[config.mk]
export PLATFORM = sky130hd
export DESIGN_NAME = i2c_multi_address_target
export DESIGN_NICKNAME = d
export VERILOG_FILES = /design/src/rtl/i2cmat_pkg.sv /design/src/rtl/i2cmat_fsm.sv /design/src/rtl/i2c_multi_address_target.sv
export SDC_FILE = /design/constraint.sdc
export NUM_CORES = 1
export LEC_CHECK = 0
export ABC_AREA = 1
export BUFFER_PORTS_ARGS = -buffer_cell sky130_fd_sc_hd__buf_2
export CORE_MARGIN = 2
export CORE_UTILIZATION = 55
export CTS_BUF_LIST = sky130_fd_sc_hd__clkbuf_8
export DETAILED_ROUTE_END_ITERATION = 12
export PLACE_DENSITY = 0.87
export SLEW_MARGIN = 15
export SYNTH_ARGS = -nofsm -noshare
export SYNTH_HDL_FRONTEND = slang
export SYNTH_SLANG_ARGS = --single-unit
[constraint.sdc]
create_clock -name clk -period 1.8 [get_ports clk]
set_input_delay 0 -clock clk [delete_from_list [all_inputs] [get_ports clk]]
set_output_delay 0 -clock clk [all_outputs]
set_load 0.005 [all_outputs]
[src/rtl/i2cmat_pkg.sv]
// Package for the multi-address I2C target: bus phases, event codes,
// register indexes, configuration and result records.
// No dependencies.
package i2cmat_pkg;

    typedef enum logic [2:0] {
        PH_IDLE,
        PH_RX_ADDR,
        PH_RX_DATA,
        PH_TX_DATA,
        PH_TX_MACK,
        PH_IGNORE
    } phase_t;

    typedef enum logic [1:0] {
        EV_START = 2'd0,
        EV_STOP  = 2'd1,
        EV_RISE  = 2'd2,
        EV_FALL  = 2'd3
    } bus_event_t;

    localparam logic [2:0] REG_KEY_ADDRESS   = 3'd0;
    localparam logic [2:0] REG_DIGIT_FIRST   = 3'd1;
    localparam logic [2:0] REG_DIGIT_LAST    = 3'd2;
    localparam logic [2:0] REG_KEY_RESPONSE  = 3'd3;

    localparam logic [3:0] BIT_BYTE_DONE = 4'd8;
    localparam logic [3:0] BIT_ACK_DONE  = 4'd9;

    typedef struct packed {
        logic [6:0] key_address;
        logic [6:0] digit_first;
        logic [6:0] digit_last;
        logic [7:0] key_response;
    } cfg_t;

    typedef struct packed {
        logic       key_read_done;
        logic [7:0] digit_segments;
        logic [6:0] digit_address;
        logic       digit_valid;
        logic       sda_pull_low;
    } result_t;

    function automatic logic in_digit_range(input cfg_t cfg, input logic [6:0] addr);
        return (addr >= cfg.digit_first) && (addr <= cfg.digit_last);
    endfunction

endpackage

[src/rtl/i2cmat_fsm.sv]
// Bit-level I2C target state machine: holds the transaction state and
// produces one result record per bus event. Depends on i2cmat_pkg.
module i2cmat_fsm
    import i2cmat_pkg::*;
(
    input  logic       clk,
    input  logic       rst_n,
    input  logic       event_en,
    input  bus_event_t bus_event,
    input  logic       sda_level,
    input  cfg_t       cfg,
    output result_t    result
);

    phase_t     phase_reg, phase_next;
    logic [3:0] bit_cnt_reg, bit_cnt_next;
    logic [7:0] shift_reg, shift_next;
    logic [6:0] maddr_reg, maddr_next;
    logic       pull_reg, pull_next;
    logic       dpend_reg, dpend_next;
    logic [7:0] held_reg, held_next;

    logic       addr_ok;
    logic       key_read;

    assign addr_ok  = (shift_reg[7:1] == cfg.key_address)
                      || (!shift_reg[0] && in_digit_range(cfg, shift_reg[7:1]));
    assign key_read = (maddr_reg == cfg.key_address) && shift_reg[0];

    // next bus phase
    always_comb
    begin
        phase_next = phase_reg;
        unique case (bus_event)
            EV_START: phase_next = PH_RX_ADDR;
            EV_STOP:  phase_next = PH_IDLE;
            EV_RISE:  phase_next = phase_reg;
            EV_FALL:
            begin
                unique case (phase_reg)
                    PH_RX_ADDR:
                    begin
                        if (bit_cnt_reg == BIT_BYTE_DONE && !addr_ok)
                            phase_next = PH_IGNORE;
                        else if (bit_cnt_reg == BIT_ACK_DONE)
                            phase_next = key_read ? PH_TX_DATA : PH_RX_DATA;
                    end
                    PH_TX_DATA:
                    begin
                        if (!(bit_cnt_reg < BIT_BYTE_DONE))
                            phase_next = PH_TX_MACK;
                    end
                    PH_TX_MACK:
                    begin
                        if (bit_cnt_reg == 4'd1)
                            phase_next = PH_IGNORE;
                    end
                    default: phase_next = phase_reg;
                endcase
            end
        endcase
    end

    // transaction data and result
    always_comb
    begin
        bit_cnt_next = bit_cnt_reg;
        shift_next   = shift_reg;
        maddr_next   = maddr_reg;
        pull_next    = pull_reg;
        dpend_next   = dpend_reg;
        held_next    = held_reg;
        result       = '0;
        unique case (bus_event)
            EV_START, EV_STOP:
            begin
                bit_cnt_next = '0;
                shift_next   = '0;
                maddr_next   = '0;
                pull_next    = 1'b0;
                dpend_next   = 1'b0;
                held_next    = '0;
            end
            EV_RISE:
            begin
                unique case (phase_reg)
                    PH_RX_ADDR, PH_RX_DATA:
                    begin
                        if (bit_cnt_reg < BIT_BYTE_DONE)
                        begin
                            shift_next   = {shift_reg[6:0], sda_level};
                            bit_cnt_next = bit_cnt_reg + 4'd1;
                        end
                        else if (bit_cnt_reg == BIT_BYTE_DONE)
                            bit_cnt_next = BIT_ACK_DONE;
                    end
                    PH_TX_DATA:
                    begin
                        if (bit_cnt_reg < BIT_BYTE_DONE)
                            bit_cnt_next = bit_cnt_reg + 4'd1;
                    end
                    PH_TX_MACK: bit_cnt_next = 4'd1;
                    default: ;
                endcase
            end
            EV_FALL:
            begin
                unique case (phase_reg)
                    PH_RX_ADDR:
                    begin
                        if (bit_cnt_reg == BIT_BYTE_DONE)
                        begin
                            maddr_next = shift_reg[7:1];
                            pull_next  = addr_ok;
                        end
                        else if (bit_cnt_reg == BIT_ACK_DONE)
                        begin
                            bit_cnt_next = '0;
                            if (key_read)
                                pull_next = !cfg.key_response[7];
                            else
                            begin
                                pull_next  = 1'b0;
                                shift_next = '0;
                            end
                        end
                    end
                    PH_RX_DATA:
                    begin
                        if (bit_cnt_reg == BIT_BYTE_DONE)
                        begin
                            pull_next = 1'b1;
                            if (in_digit_range(cfg, maddr_reg))
                            begin
                                dpend_next = 1'b1;
                                held_next  = shift_reg;
                            end
                        end
                        else if (bit_cnt_reg == BIT_ACK_DONE)
                        begin
                            pull_next = 1'b0;
                            if (dpend_reg)
                            begin
                                result.digit_valid    = 1'b1;
                                result.digit_address  = maddr_reg;
                                result.digit_segments = held_reg;
                            end
                            dpend_next   = 1'b0;
                            bit_cnt_next = '0;
                            shift_next   = '0;
                        end
                    end
                    PH_TX_DATA:
                    begin
                        // put the next response bit on the bus, MSB first
                        if (bit_cnt_reg < BIT_BYTE_DONE)
                            pull_next = !cfg.key_response[3'd7 - bit_cnt_reg[2:0]];
                        else
                        begin
                            pull_next    = 1'b0;
                            bit_cnt_next = '0;
                        end
                    end
                    PH_TX_MACK:
                    begin
                        if (bit_cnt_reg == 4'd1)
                        begin
                            result.key_read_done = 1'b1;
                            pull_next    = 1'b0;
                            bit_cnt_next = '0;
                        end
                    end
                    PH_IGNORE: pull_next = 1'b0;
                    default: ;
                endcase
            end
        endcase
        result.sda_pull_low = pull_next;
    end

    always_ff @(posedge clk or negedge rst_n)
    begin
        if (!rst_n)
        begin
            phase_reg   <= PH_IDLE;
            bit_cnt_reg <= '0;
            shift_reg   <= '0;
            maddr_reg   <= '0;
            pull_reg    <= 1'b0;
            dpend_reg   <= 1'b0;
            held_reg    <= '0;
        end
        else if (event_en)
        begin
            phase_reg   <= phase_next;
            bit_cnt_reg <= bit_cnt_next;
            shift_reg   <= shift_next;
            maddr_reg   <= maddr_next;
            pull_reg    <= pull_next;
            dpend_reg   <= dpend_next;
            held_reg    <= held_next;
        end
    end

endmodule

[src/rtl/i2c_multi_address_target.sv]
// Multi-address I2C target: one bus event request in, one result out.
// A result goes to the output register, or to the skid entry on a stall.
// Throughput: one request per cycle while the skid entry is empty; it
// holds one result while another waits downstream. Reset (rst_n, async
// low): idle phase, outputs empty, FSM and config registers to defaults.
module i2c_multi_address_target
    import i2cmat_pkg::*;
(
    input  logic        clk,
    input  logic        rst_n,
    input  logic        s_tvalid,
    output logic        s_tready,
    input  logic [7:0]  s_tdata,   // [0] sda_level, [7:1] zero
    input  logic [1:0]  s_tuser,   // [1:0] func
    output logic        m_tvalid,
    input  logic        m_tready,
    output logic [23:0] m_tdata,   // [0] sda_pull_low, [1] digit_valid,
                                   // [8:2] digit_address, [16:9] digit_segments,
                                   // [17] key_read_done, [23:18] zero
    input  logic        cfg_valid,
    output logic        cfg_ready,
    input  logic [2:0]  cfg_index,
    input  logic [7:0]  cfg_data
);

    cfg_t    cfg_reg;
    result_t result;
    result_t out_reg, skid_reg;
    logic    out_valid_reg, skid_valid_reg;
    logic    accept, pop;

    assign cfg_ready = 1'b1;
    assign s_tready  = !skid_valid_reg;
    assign accept    = s_tvalid && s_tready;
    assign pop       = out_valid_reg && m_tready;
    assign m_tvalid  = out_valid_reg;
    assign m_tdata   = {6'd0, out_reg};

    always_ff @(posedge clk or negedge rst_n)
    begin
        if (!rst_n)
        begin
            cfg_reg.key_address  <= 7'h24;
            cfg_reg.digit_first  <= 7'h34;
            cfg_reg.digit_last   <= 7'h37;
            cfg_reg.key_response <= 8'h00;
        end
        else if (cfg_valid)
        begin
            unique case (cfg_index)
                REG_KEY_ADDRESS:  cfg_reg.key_address  <= cfg_data[6:0];
                REG_DIGIT_FIRST:  cfg_reg.digit_first  <= cfg_data[6:0];
                REG_DIGIT_LAST:   cfg_reg.digit_last   <= cfg_data[6:0];
                REG_KEY_RESPONSE: cfg_reg.key_response <= cfg_data;
                default: ;
            endcase
        end
    end

    i2cmat_fsm u_fsm (
        .clk       (clk),
        .rst_n     (rst_n),
        .event_en  (accept),
        .bus_event (bus_event_t'(s_tuser)),
        .sda_level (s_tdata[0]),
        .cfg       (cfg_reg),
        .result    (result)
    );

    // output register with one skid entry behind it
    always_ff @(posedge clk or negedge rst_n)
    begin
        if (!rst_n)
        begin
            out_valid_reg  <= 1'b0;
            skid_valid_reg <= 1'b0;
        end
        else if (!out_valid_reg || pop)
        begin
            out_valid_reg  <= skid_valid_reg || accept;
            skid_valid_reg <= 1'b0;
        end
        else if (accept)
            skid_valid_reg <= 1'b1;
    end

    always_ff @(posedge clk)
    begin
        if (!out_valid_reg || pop)
            out_reg <= skid_valid_reg ? skid_reg : result;
        else if (accept)
            skid_reg <= result;
    end

    a_skid_implies_out: assert property (@(posedge clk) disable iff (!rst_n)
        skid_valid_reg |-> out_valid_reg)
        else $error("skid entry held with empty output register");

    a_no_double_report: assert property (@(posedge clk) disable iff (!rst_n)
        m_tvalid |-> !(m_tdata[1] && m_tdata[17]))
        else $error("digit byte and key read reported together");

    a_stall_fills_skid: assert property (@(posedge clk) disable iff (!rst_n)
        (accept && out_valid_reg && !m_tready) |=> skid_valid_reg)
        else $error("accepted request lost while output stalled");

    a_digit_fields_zero: assert property (@(posedge clk) disable iff (!rst_n)
        (m_tvalid && !m_tdata[1]) |-> (m_tdata[16:2] == 15'd0))
        else $error("digit fields set without digit_valid");

endmodule

; ---- Yosys cells after proc, flatten, opt, wreduce, memory -nomap -nowiden
; Index checks and enable logic that the tools add are counted.
[op_classes]
addsub = 2
reduce_logical = 33
n_bitwise = 2
eq_ne = 40
muxes = 59
div_mod_pow = 0
multipliers = 0
shifts = 0
order_cmp = 6
[op_table]
columns = op, count
row1 = $mux W8, 10
row2 = $mux W16, 4
row3 = $pmux W4 S3, 3
row4 = $pmux W8 S2, 2
row5 = $mux W4, 7
row6 = $pmux W8 S3, 1
row7 = $ne A3 B3 Y1 const B, 7
row8 = $mux W18, 1
row9 = $pmux W3 S3, 2
row10 = $reduce_and A9 Y1, 2
row11 = $mux W1, 17
row12 = $mux W17, 1
row13 = $ne A3 B2 Y1 const B, 5
row14 = $eq A7 B7 Y1, 2
row15 = $ge A7 B7 Y1, 2
row16 = $le A7 B7 Y1, 2
row17 = $mux W7, 2
row18 = $pmux W7 S2, 1
row19 = $eq A3 B2 Y1 const B, 4
row20 = $mux W3, 4
row21 = $ne A4 B2 Y1 const B, 3
row22 = $reduce_and A2 Y1, 5
row23 = $reduce_and A5 Y1, 2
row24 = $eq A4 B4 Y1 const B, 2
row25 = other kinds (26), 51
[word_totals]
input_bits = 26
latchBits = 0
n_memories = 0
rom_bits = 0
ramBits = 0
reg_bits = 99
wordCells = 165
out_inout_bits = 27

; ---- Longest topological paths before layout
[logic_depth]
depth_word = 9
ltp_mapped = 17
depth_no_buf = 17

; ---- Cells and area by module
; Synthesis repeated with hierarchy kept, for this count alone.
[hier_totals]
hier_cells = 688
hier_area_um2 = 5631.7
[modules_own_cells]
columns = module, cells_each, area_per_inst_um2, seq_area_each_um2, instances
row1 = i2cmat_fsm, 441, 2962.8, 800.8, 1
row2 = i2c_multi_address_target, 247, 2668.8, 1869.3, 1

; ---- Least setup slack after synthesis
; OpenSTA, ideal clock, no wires.
[synth_path]
path_kind = flip-flop to flip-flop
start = reg out_valid_reg, in the netlist m_tvalid
end = reg skid_reg[0] (netlist bit) (enable)
period_less_slack_ns = 2.046
path_stages_with_launch = 3
t_arrival_ns = 1.653
setup_slack_ns = -0.246
cell_sequence = dfrtp_1 > nand2_1 > nor2_1
[synth_via]
elab_chain_cells = 4
elab_cells_between_ends = 5
classes_between = bitwise: 1 / reduce/logical: 4
[synth_rtl]
columns = element, line_no
row1 = from (decl), i2c_multi_address_target.sv:29  ; logic out_valid_reg, skid_valid_reg;
row2 = from (signal assigned), i2c_multi_address_target.sv:80  ; out_valid_reg <= skid_valid_reg || accept;
row3 = $logic_not A1 Y1 / $logic_and A1 B1 Y1 (equally long branches), "i2c_multi_address_target.sv:89, i2c_multi_address_target.sv:35"
row4 = $logic_or A1 B1 Y1 *, i2c_multi_address_target.sv:89  ; if (!out_valid_reg || pop)
row5 = $not A1 Y1 (no line) *, n/a
row6 = $reduce_and A2 Y1 (no line) *, n/a
row7 = to (signal assigned), i2c_multi_address_target.sv:92  ; skid_reg <= result;
row8 = to (decl), i2c_multi_address_target.sv:28  ; result_t out_reg, skid_reg;
; Mark *: on every way between the ends. The rest lies on a longest branch, timed or not.
; A chain may end at the register's enable or synchronous reset.

; ---- Worst setup path in the final report
[layout_path]
start = reg cfg_reg[17] (netlist bit)
end = reg u_fsm.phase_reg[2]
[layout_via]
elab_chain_cells = 9
elab_cells_between_ends = 11
classes_between = order compare: 1 / eq/ne: 1 / mux: 3 / reduce/logical: 6
[layout_rtl]
columns = element, line_no
row1 = from (decl), i2c_multi_address_target.sv:26  ; cfg_t cfg_reg;
row2 = $ge A7 B7 Y1 *, i2cmat_pkg.sv:46  ; return (addr >= cfg.digit_first) && (addr <= cfg.digit_last);
row3 = $logic_and A1 B1 Y1 *, i2cmat_pkg.sv:46
row4 = $logic_and A1 B1 Y1 *, i2cmat_fsm.sv:27  ; || (!shift_reg[0] && in_digit_range(cfg, shift_reg[7:1]));
row5 = $logic_or A1 B1 Y1 *, i2cmat_fsm.sv:27
row6 = $logic_not A1 Y1 *, i2cmat_fsm.sv:43  ; if (bit_cnt_reg == BIT_BYTE_DONE && !addr_ok)
row7 = $logic_and A1 B1 Y1 *, i2cmat_fsm.sv:43
row8 = $mux W3, i2cmat_fsm.sv:43
row9 = $pmux W3 S3, i2cmat_fsm.sv:40  ; unique case (phase_reg)
row10 = $pmux W3 S3, i2cmat_fsm.sv:34  ; unique case (bus_event)
row11 = to (signal assigned), i2cmat_fsm.sv:195  ; phase_reg <= phase_next;
row12 = to (decl), i2cmat_fsm.sv:15  ; phase_t phase_reg, phase_next;
; Marked as above.

==> results.md <==
* Power Density at approximately 940 mW/mm²
* Multi-input gate area at approximately 0.0026 mm²
* Arr. time, crit path at 2.30 ns
* First-pass GRT wire length at 21,200 µm
* Area Growth Syn to Fin at 23.5%
* LEAKAGE at 3.13 nW
* Share of cells above drive strength 1 at between 20 and 30%
* Period utilisation layout at 113%
* Psw at between 2 and 2.5 mW
* GPL Wtd Cong at ~0.95
* Mapped Area at 0.00536 mm²
* Critical path launch point type: flop
* Grt total ovfl at 0
* Sequential-to-total area share from yosys stat at between 40% and 50%
* Max_cap viols at 0
* Clock slew at reported path FFs at 0.11 ns
* Fmax at between 0.4 and 0.5 GHz
* DIE AREA at 0.0105 mm²
* IO Port Bufs at 38
* Peak supply drop at between 0.5 and 0.6 mV
* Skew final at between 0.01 and 0.015 ns
* Synth Warn # at 0
* Violated checks: setup timing
* Vias in the first global route at about 4,500
* Boundary Pins at 53
* Outcome: finished, violations left
* Clock share of power at between 20% and 30%
* Worst-Margin Slew at slightly below 0.6 ns
* Min-delay worst type: in2reg
* H-tree level count at 3
* Setup violators final at 15
* Final Hold Violating Endpoints at 0
* Max FFs per register at 29
* CTS tree: built
* CTS Sinks at between 90 and 100
* Post-Place Cells at 827
* Synth cell types at approximately 40
* Pin count of the biggest net entering global routing at about 40
* Largest cells by area after synthesis: dfrtp_1 25%, edfxtp_1 20%, nand2_1 14%, ha_1 7.2%, inv_1 5.5%
* Routed WL per cell at between 15 and 20 µm
* Chip Height at just over 100 µm
* Top FF cell, synth: dfrtp_1
* Critical Path Fanout Max at 4
* Commonest non-fill, non-tap cell in the layout: nand2_1
* Period minus WS final at approximately 2 ns
* Sequential power share at 46.2%
* Setup ws final at -0.231 ns
* Internal power at roughly 4 mW
* Post-synthesis compound-gate area fraction at around a tenth
* Std cell rows at 36
* Worst r2r path cells at 16
* Commonest cells after routing, fill and taps aside: 177 x nand2_1, 68 x inv_1, 52 x o21ai_0, 52 x dfrtp_1, 40 x buf_4
* Nets at slightly below 800
* Antenna Cells at 0
* Hold path cells at 4
* DRT Wirelength at 12,900 µm
* Register-to-register setup slack at -0.23 ns
* Combinational fraction of design power at a little under a third
* Slew Limit Fails at 0
* Core Box Area at roughly 0.0096 mm²
* WP data required at between 2 and 2.5 ns
* EDFF count, synth at 36
* Final std cells w/o fill at between 800 and 900
* FFs w/ async S/R, synth at roughly 64%
* Clock buffer count from CTS at 9
* Xor and xnor area share after synthesis at about 1.3%
* Vias at roughly 4,600
* Crit Path Class: reg2reg
* Worst rel slew slack at between 60% and 70%
* Largest area contributor in the netlist: dfrtp_1
* Sequential Area at around 0.0027 mm²
* RSZ-0062 raised after global routing: true
* Initial Utilization at between 50 and 60%
* GRT Util Overall at between 20% and 30%
* Via/cell ratio at 5.36
* Initial antenna violation count at 0
* # fillers at roughly 710
* Clock buffer depth at 2
* Worst-skew pair later-pin latency at 0.38 ns
* Routed Antenna Nets at 0
* DIE WIDTH at approximately 100 µm
* HPWL Detailed at just over 9000 µm
* Synth Area in Simple Gates at around 22%
* Syn_area_per_cell at around 8.4 µm²
* Cells after synthesis at around 640
* Pre-antenna DRT Iters at 6
* CTS root buf: clkbuf_8
* Post-synth top area share at roughly a quarter
* Mux cell area share after synthesis at less than 1%
* Crit path capture type: flop
* Post-layout util at around 69%
* Switching share of total power at a little over a third
* Total negative slack at -2.49 ns
* Initial DRC Count at around 430
* Largest family of logic cells by synthesized area: simple AND/OR/NAND/NOR gates
* Adder-cell share of the synthesized area at a little over 7%
* Final routed DRC violation total at 0
* #FFs+latches synth at 99
routing by layer:
| metal | vias up | global-route usage, % | share of wire, % |
|---|---|---|---|
| met2 | 179 | 44.1 | 50 |
| li1 | 2215 | - | - |
| met5 | - | 0 | 0 |
| met3 | 52 | 3.93 | 5.1 |
| met4 | 0 | 13.1 | 3.7 |
| met1 | 2172 | 32.4 | 41 |
stage by stage:
step	total power, mW	setup WS, ns	cell area (µm²)	hold WS, ns
floorplan	3.90	-0.0197	5410	-0.296
global placement	4.34	-0.234	5940	0.0378
detailed placement	4.43	-0.320	5940	0.0378
CTS	5.96	-0.183	6440	0.101
global route	6.55	-0.333	6620	0.132
finish	6.21	-0.231	6620	0.103
cells in the mapped netlist (all sizes together) (5+ instances only):
| cell | number |
|---|---|
| nand2 | 202 |
| inv | 84 |
| o21ai | 69 |
| dfrtp | 53 |
| nor2 | 46 |
| edfxtp | 36 |
| ha | 31 |
| nand3 | 24 |
| a21oi | 21 |
| buf | 15 |
| dfstp | 10 |
| clkbuf | 7 |
| nand4 | 7 |
| xnor2 | 7 |
| nor3 | 5 |
power groups by stage:
stage / clock network, mW / registers [mW] / logic [mW]
6_report: 1.41 / 2.87 / 1.93
3_3_place_gp: 0 / 2.87 / 1.47
4_1_cts: 1.42 / 2.85 / 1.69
5_1_grt: 1.51 / 2.90 / 2.15
3_5_place_dp: 0 / 2.88 / 1.55
2_1_floorplan: 0 / 2.83 / 1.06
cell type report:
class	count	area share, %
inverter	86	5.05
clock buffer	10	2.08
clock inverter	6	0.832
multi-input combinational	434	39.2
timing repair buffer	93	10.0
sequential	99	40.4
tap	133	2.51
cell families (layout without fill, tap and decap cells):
family / Yosys count / in the layout
AOI/OAI and AO/OA: 98 / 98
xor gates and xnor gates: 8 / 8
adders and majority gates: 31 / 31
buffers and inverters: 108 / 195
DFF: 99 / 99
muxes: 2 / 2
other: 2 / 7
and+or+nand+nor: 287 / 288
timing repair:
item | CTS | global route
gates cloned | 1 | 0
hold endpoints to repair | 54 | 0
endpoints found under the setup margin | 21 | 29
hold buffers | 12 | 0
buffers inserted | 2 | 3
gates resized for setup | 33 | 50
pin swaps | 18 | 25
path summary, 6_finish.rpt:
check / to / from
setup / recovery: u_fsm.phase_reg[2]$_DFFE_PN0P_ / cfg_reg[17]$_DFFE_PN1P_
hold / removal: u_fsm.phase_reg[1]$_DFFE_PN0P_ / s_tuser[1]
setup reg to reg: u_fsm.phase_reg[2]$_DFFE_PN0P_ / cfg_reg[17]$_DFFE_PN1P_
hold reg to reg: u_fsm.held_reg[2]$_DFFE_PN0P_ / u_fsm.held_reg[2]$_DFFE_PN0P_
max in group asynchronous: cfg_reg[27]$_DFFE_PN1P_ / rst_n
min in group asynchronous: u_fsm.bit_cnt_reg[1]$_DFFE_PN0P_ / rst_n
worst max-delay path, cell delays in order, from the launching register on:
cell     delay (ns)
dfstp_2        0.55
inv_2          0.05
ha_4           0.27
nand2_2        0.05
inv_2          0.04
nand2_1        0.04
nand2_1        0.08
nand2_2        0.06
a21oi_2        0.15
nand2_2        0.09
nand2_2        0.08
buf_6          0.11
nand2_4        0.05
nand2_4        0.10
inv_4          0.05
nand3_1        0.07
o21ai_1        0.08
Power figures use the tool's default switching activity.
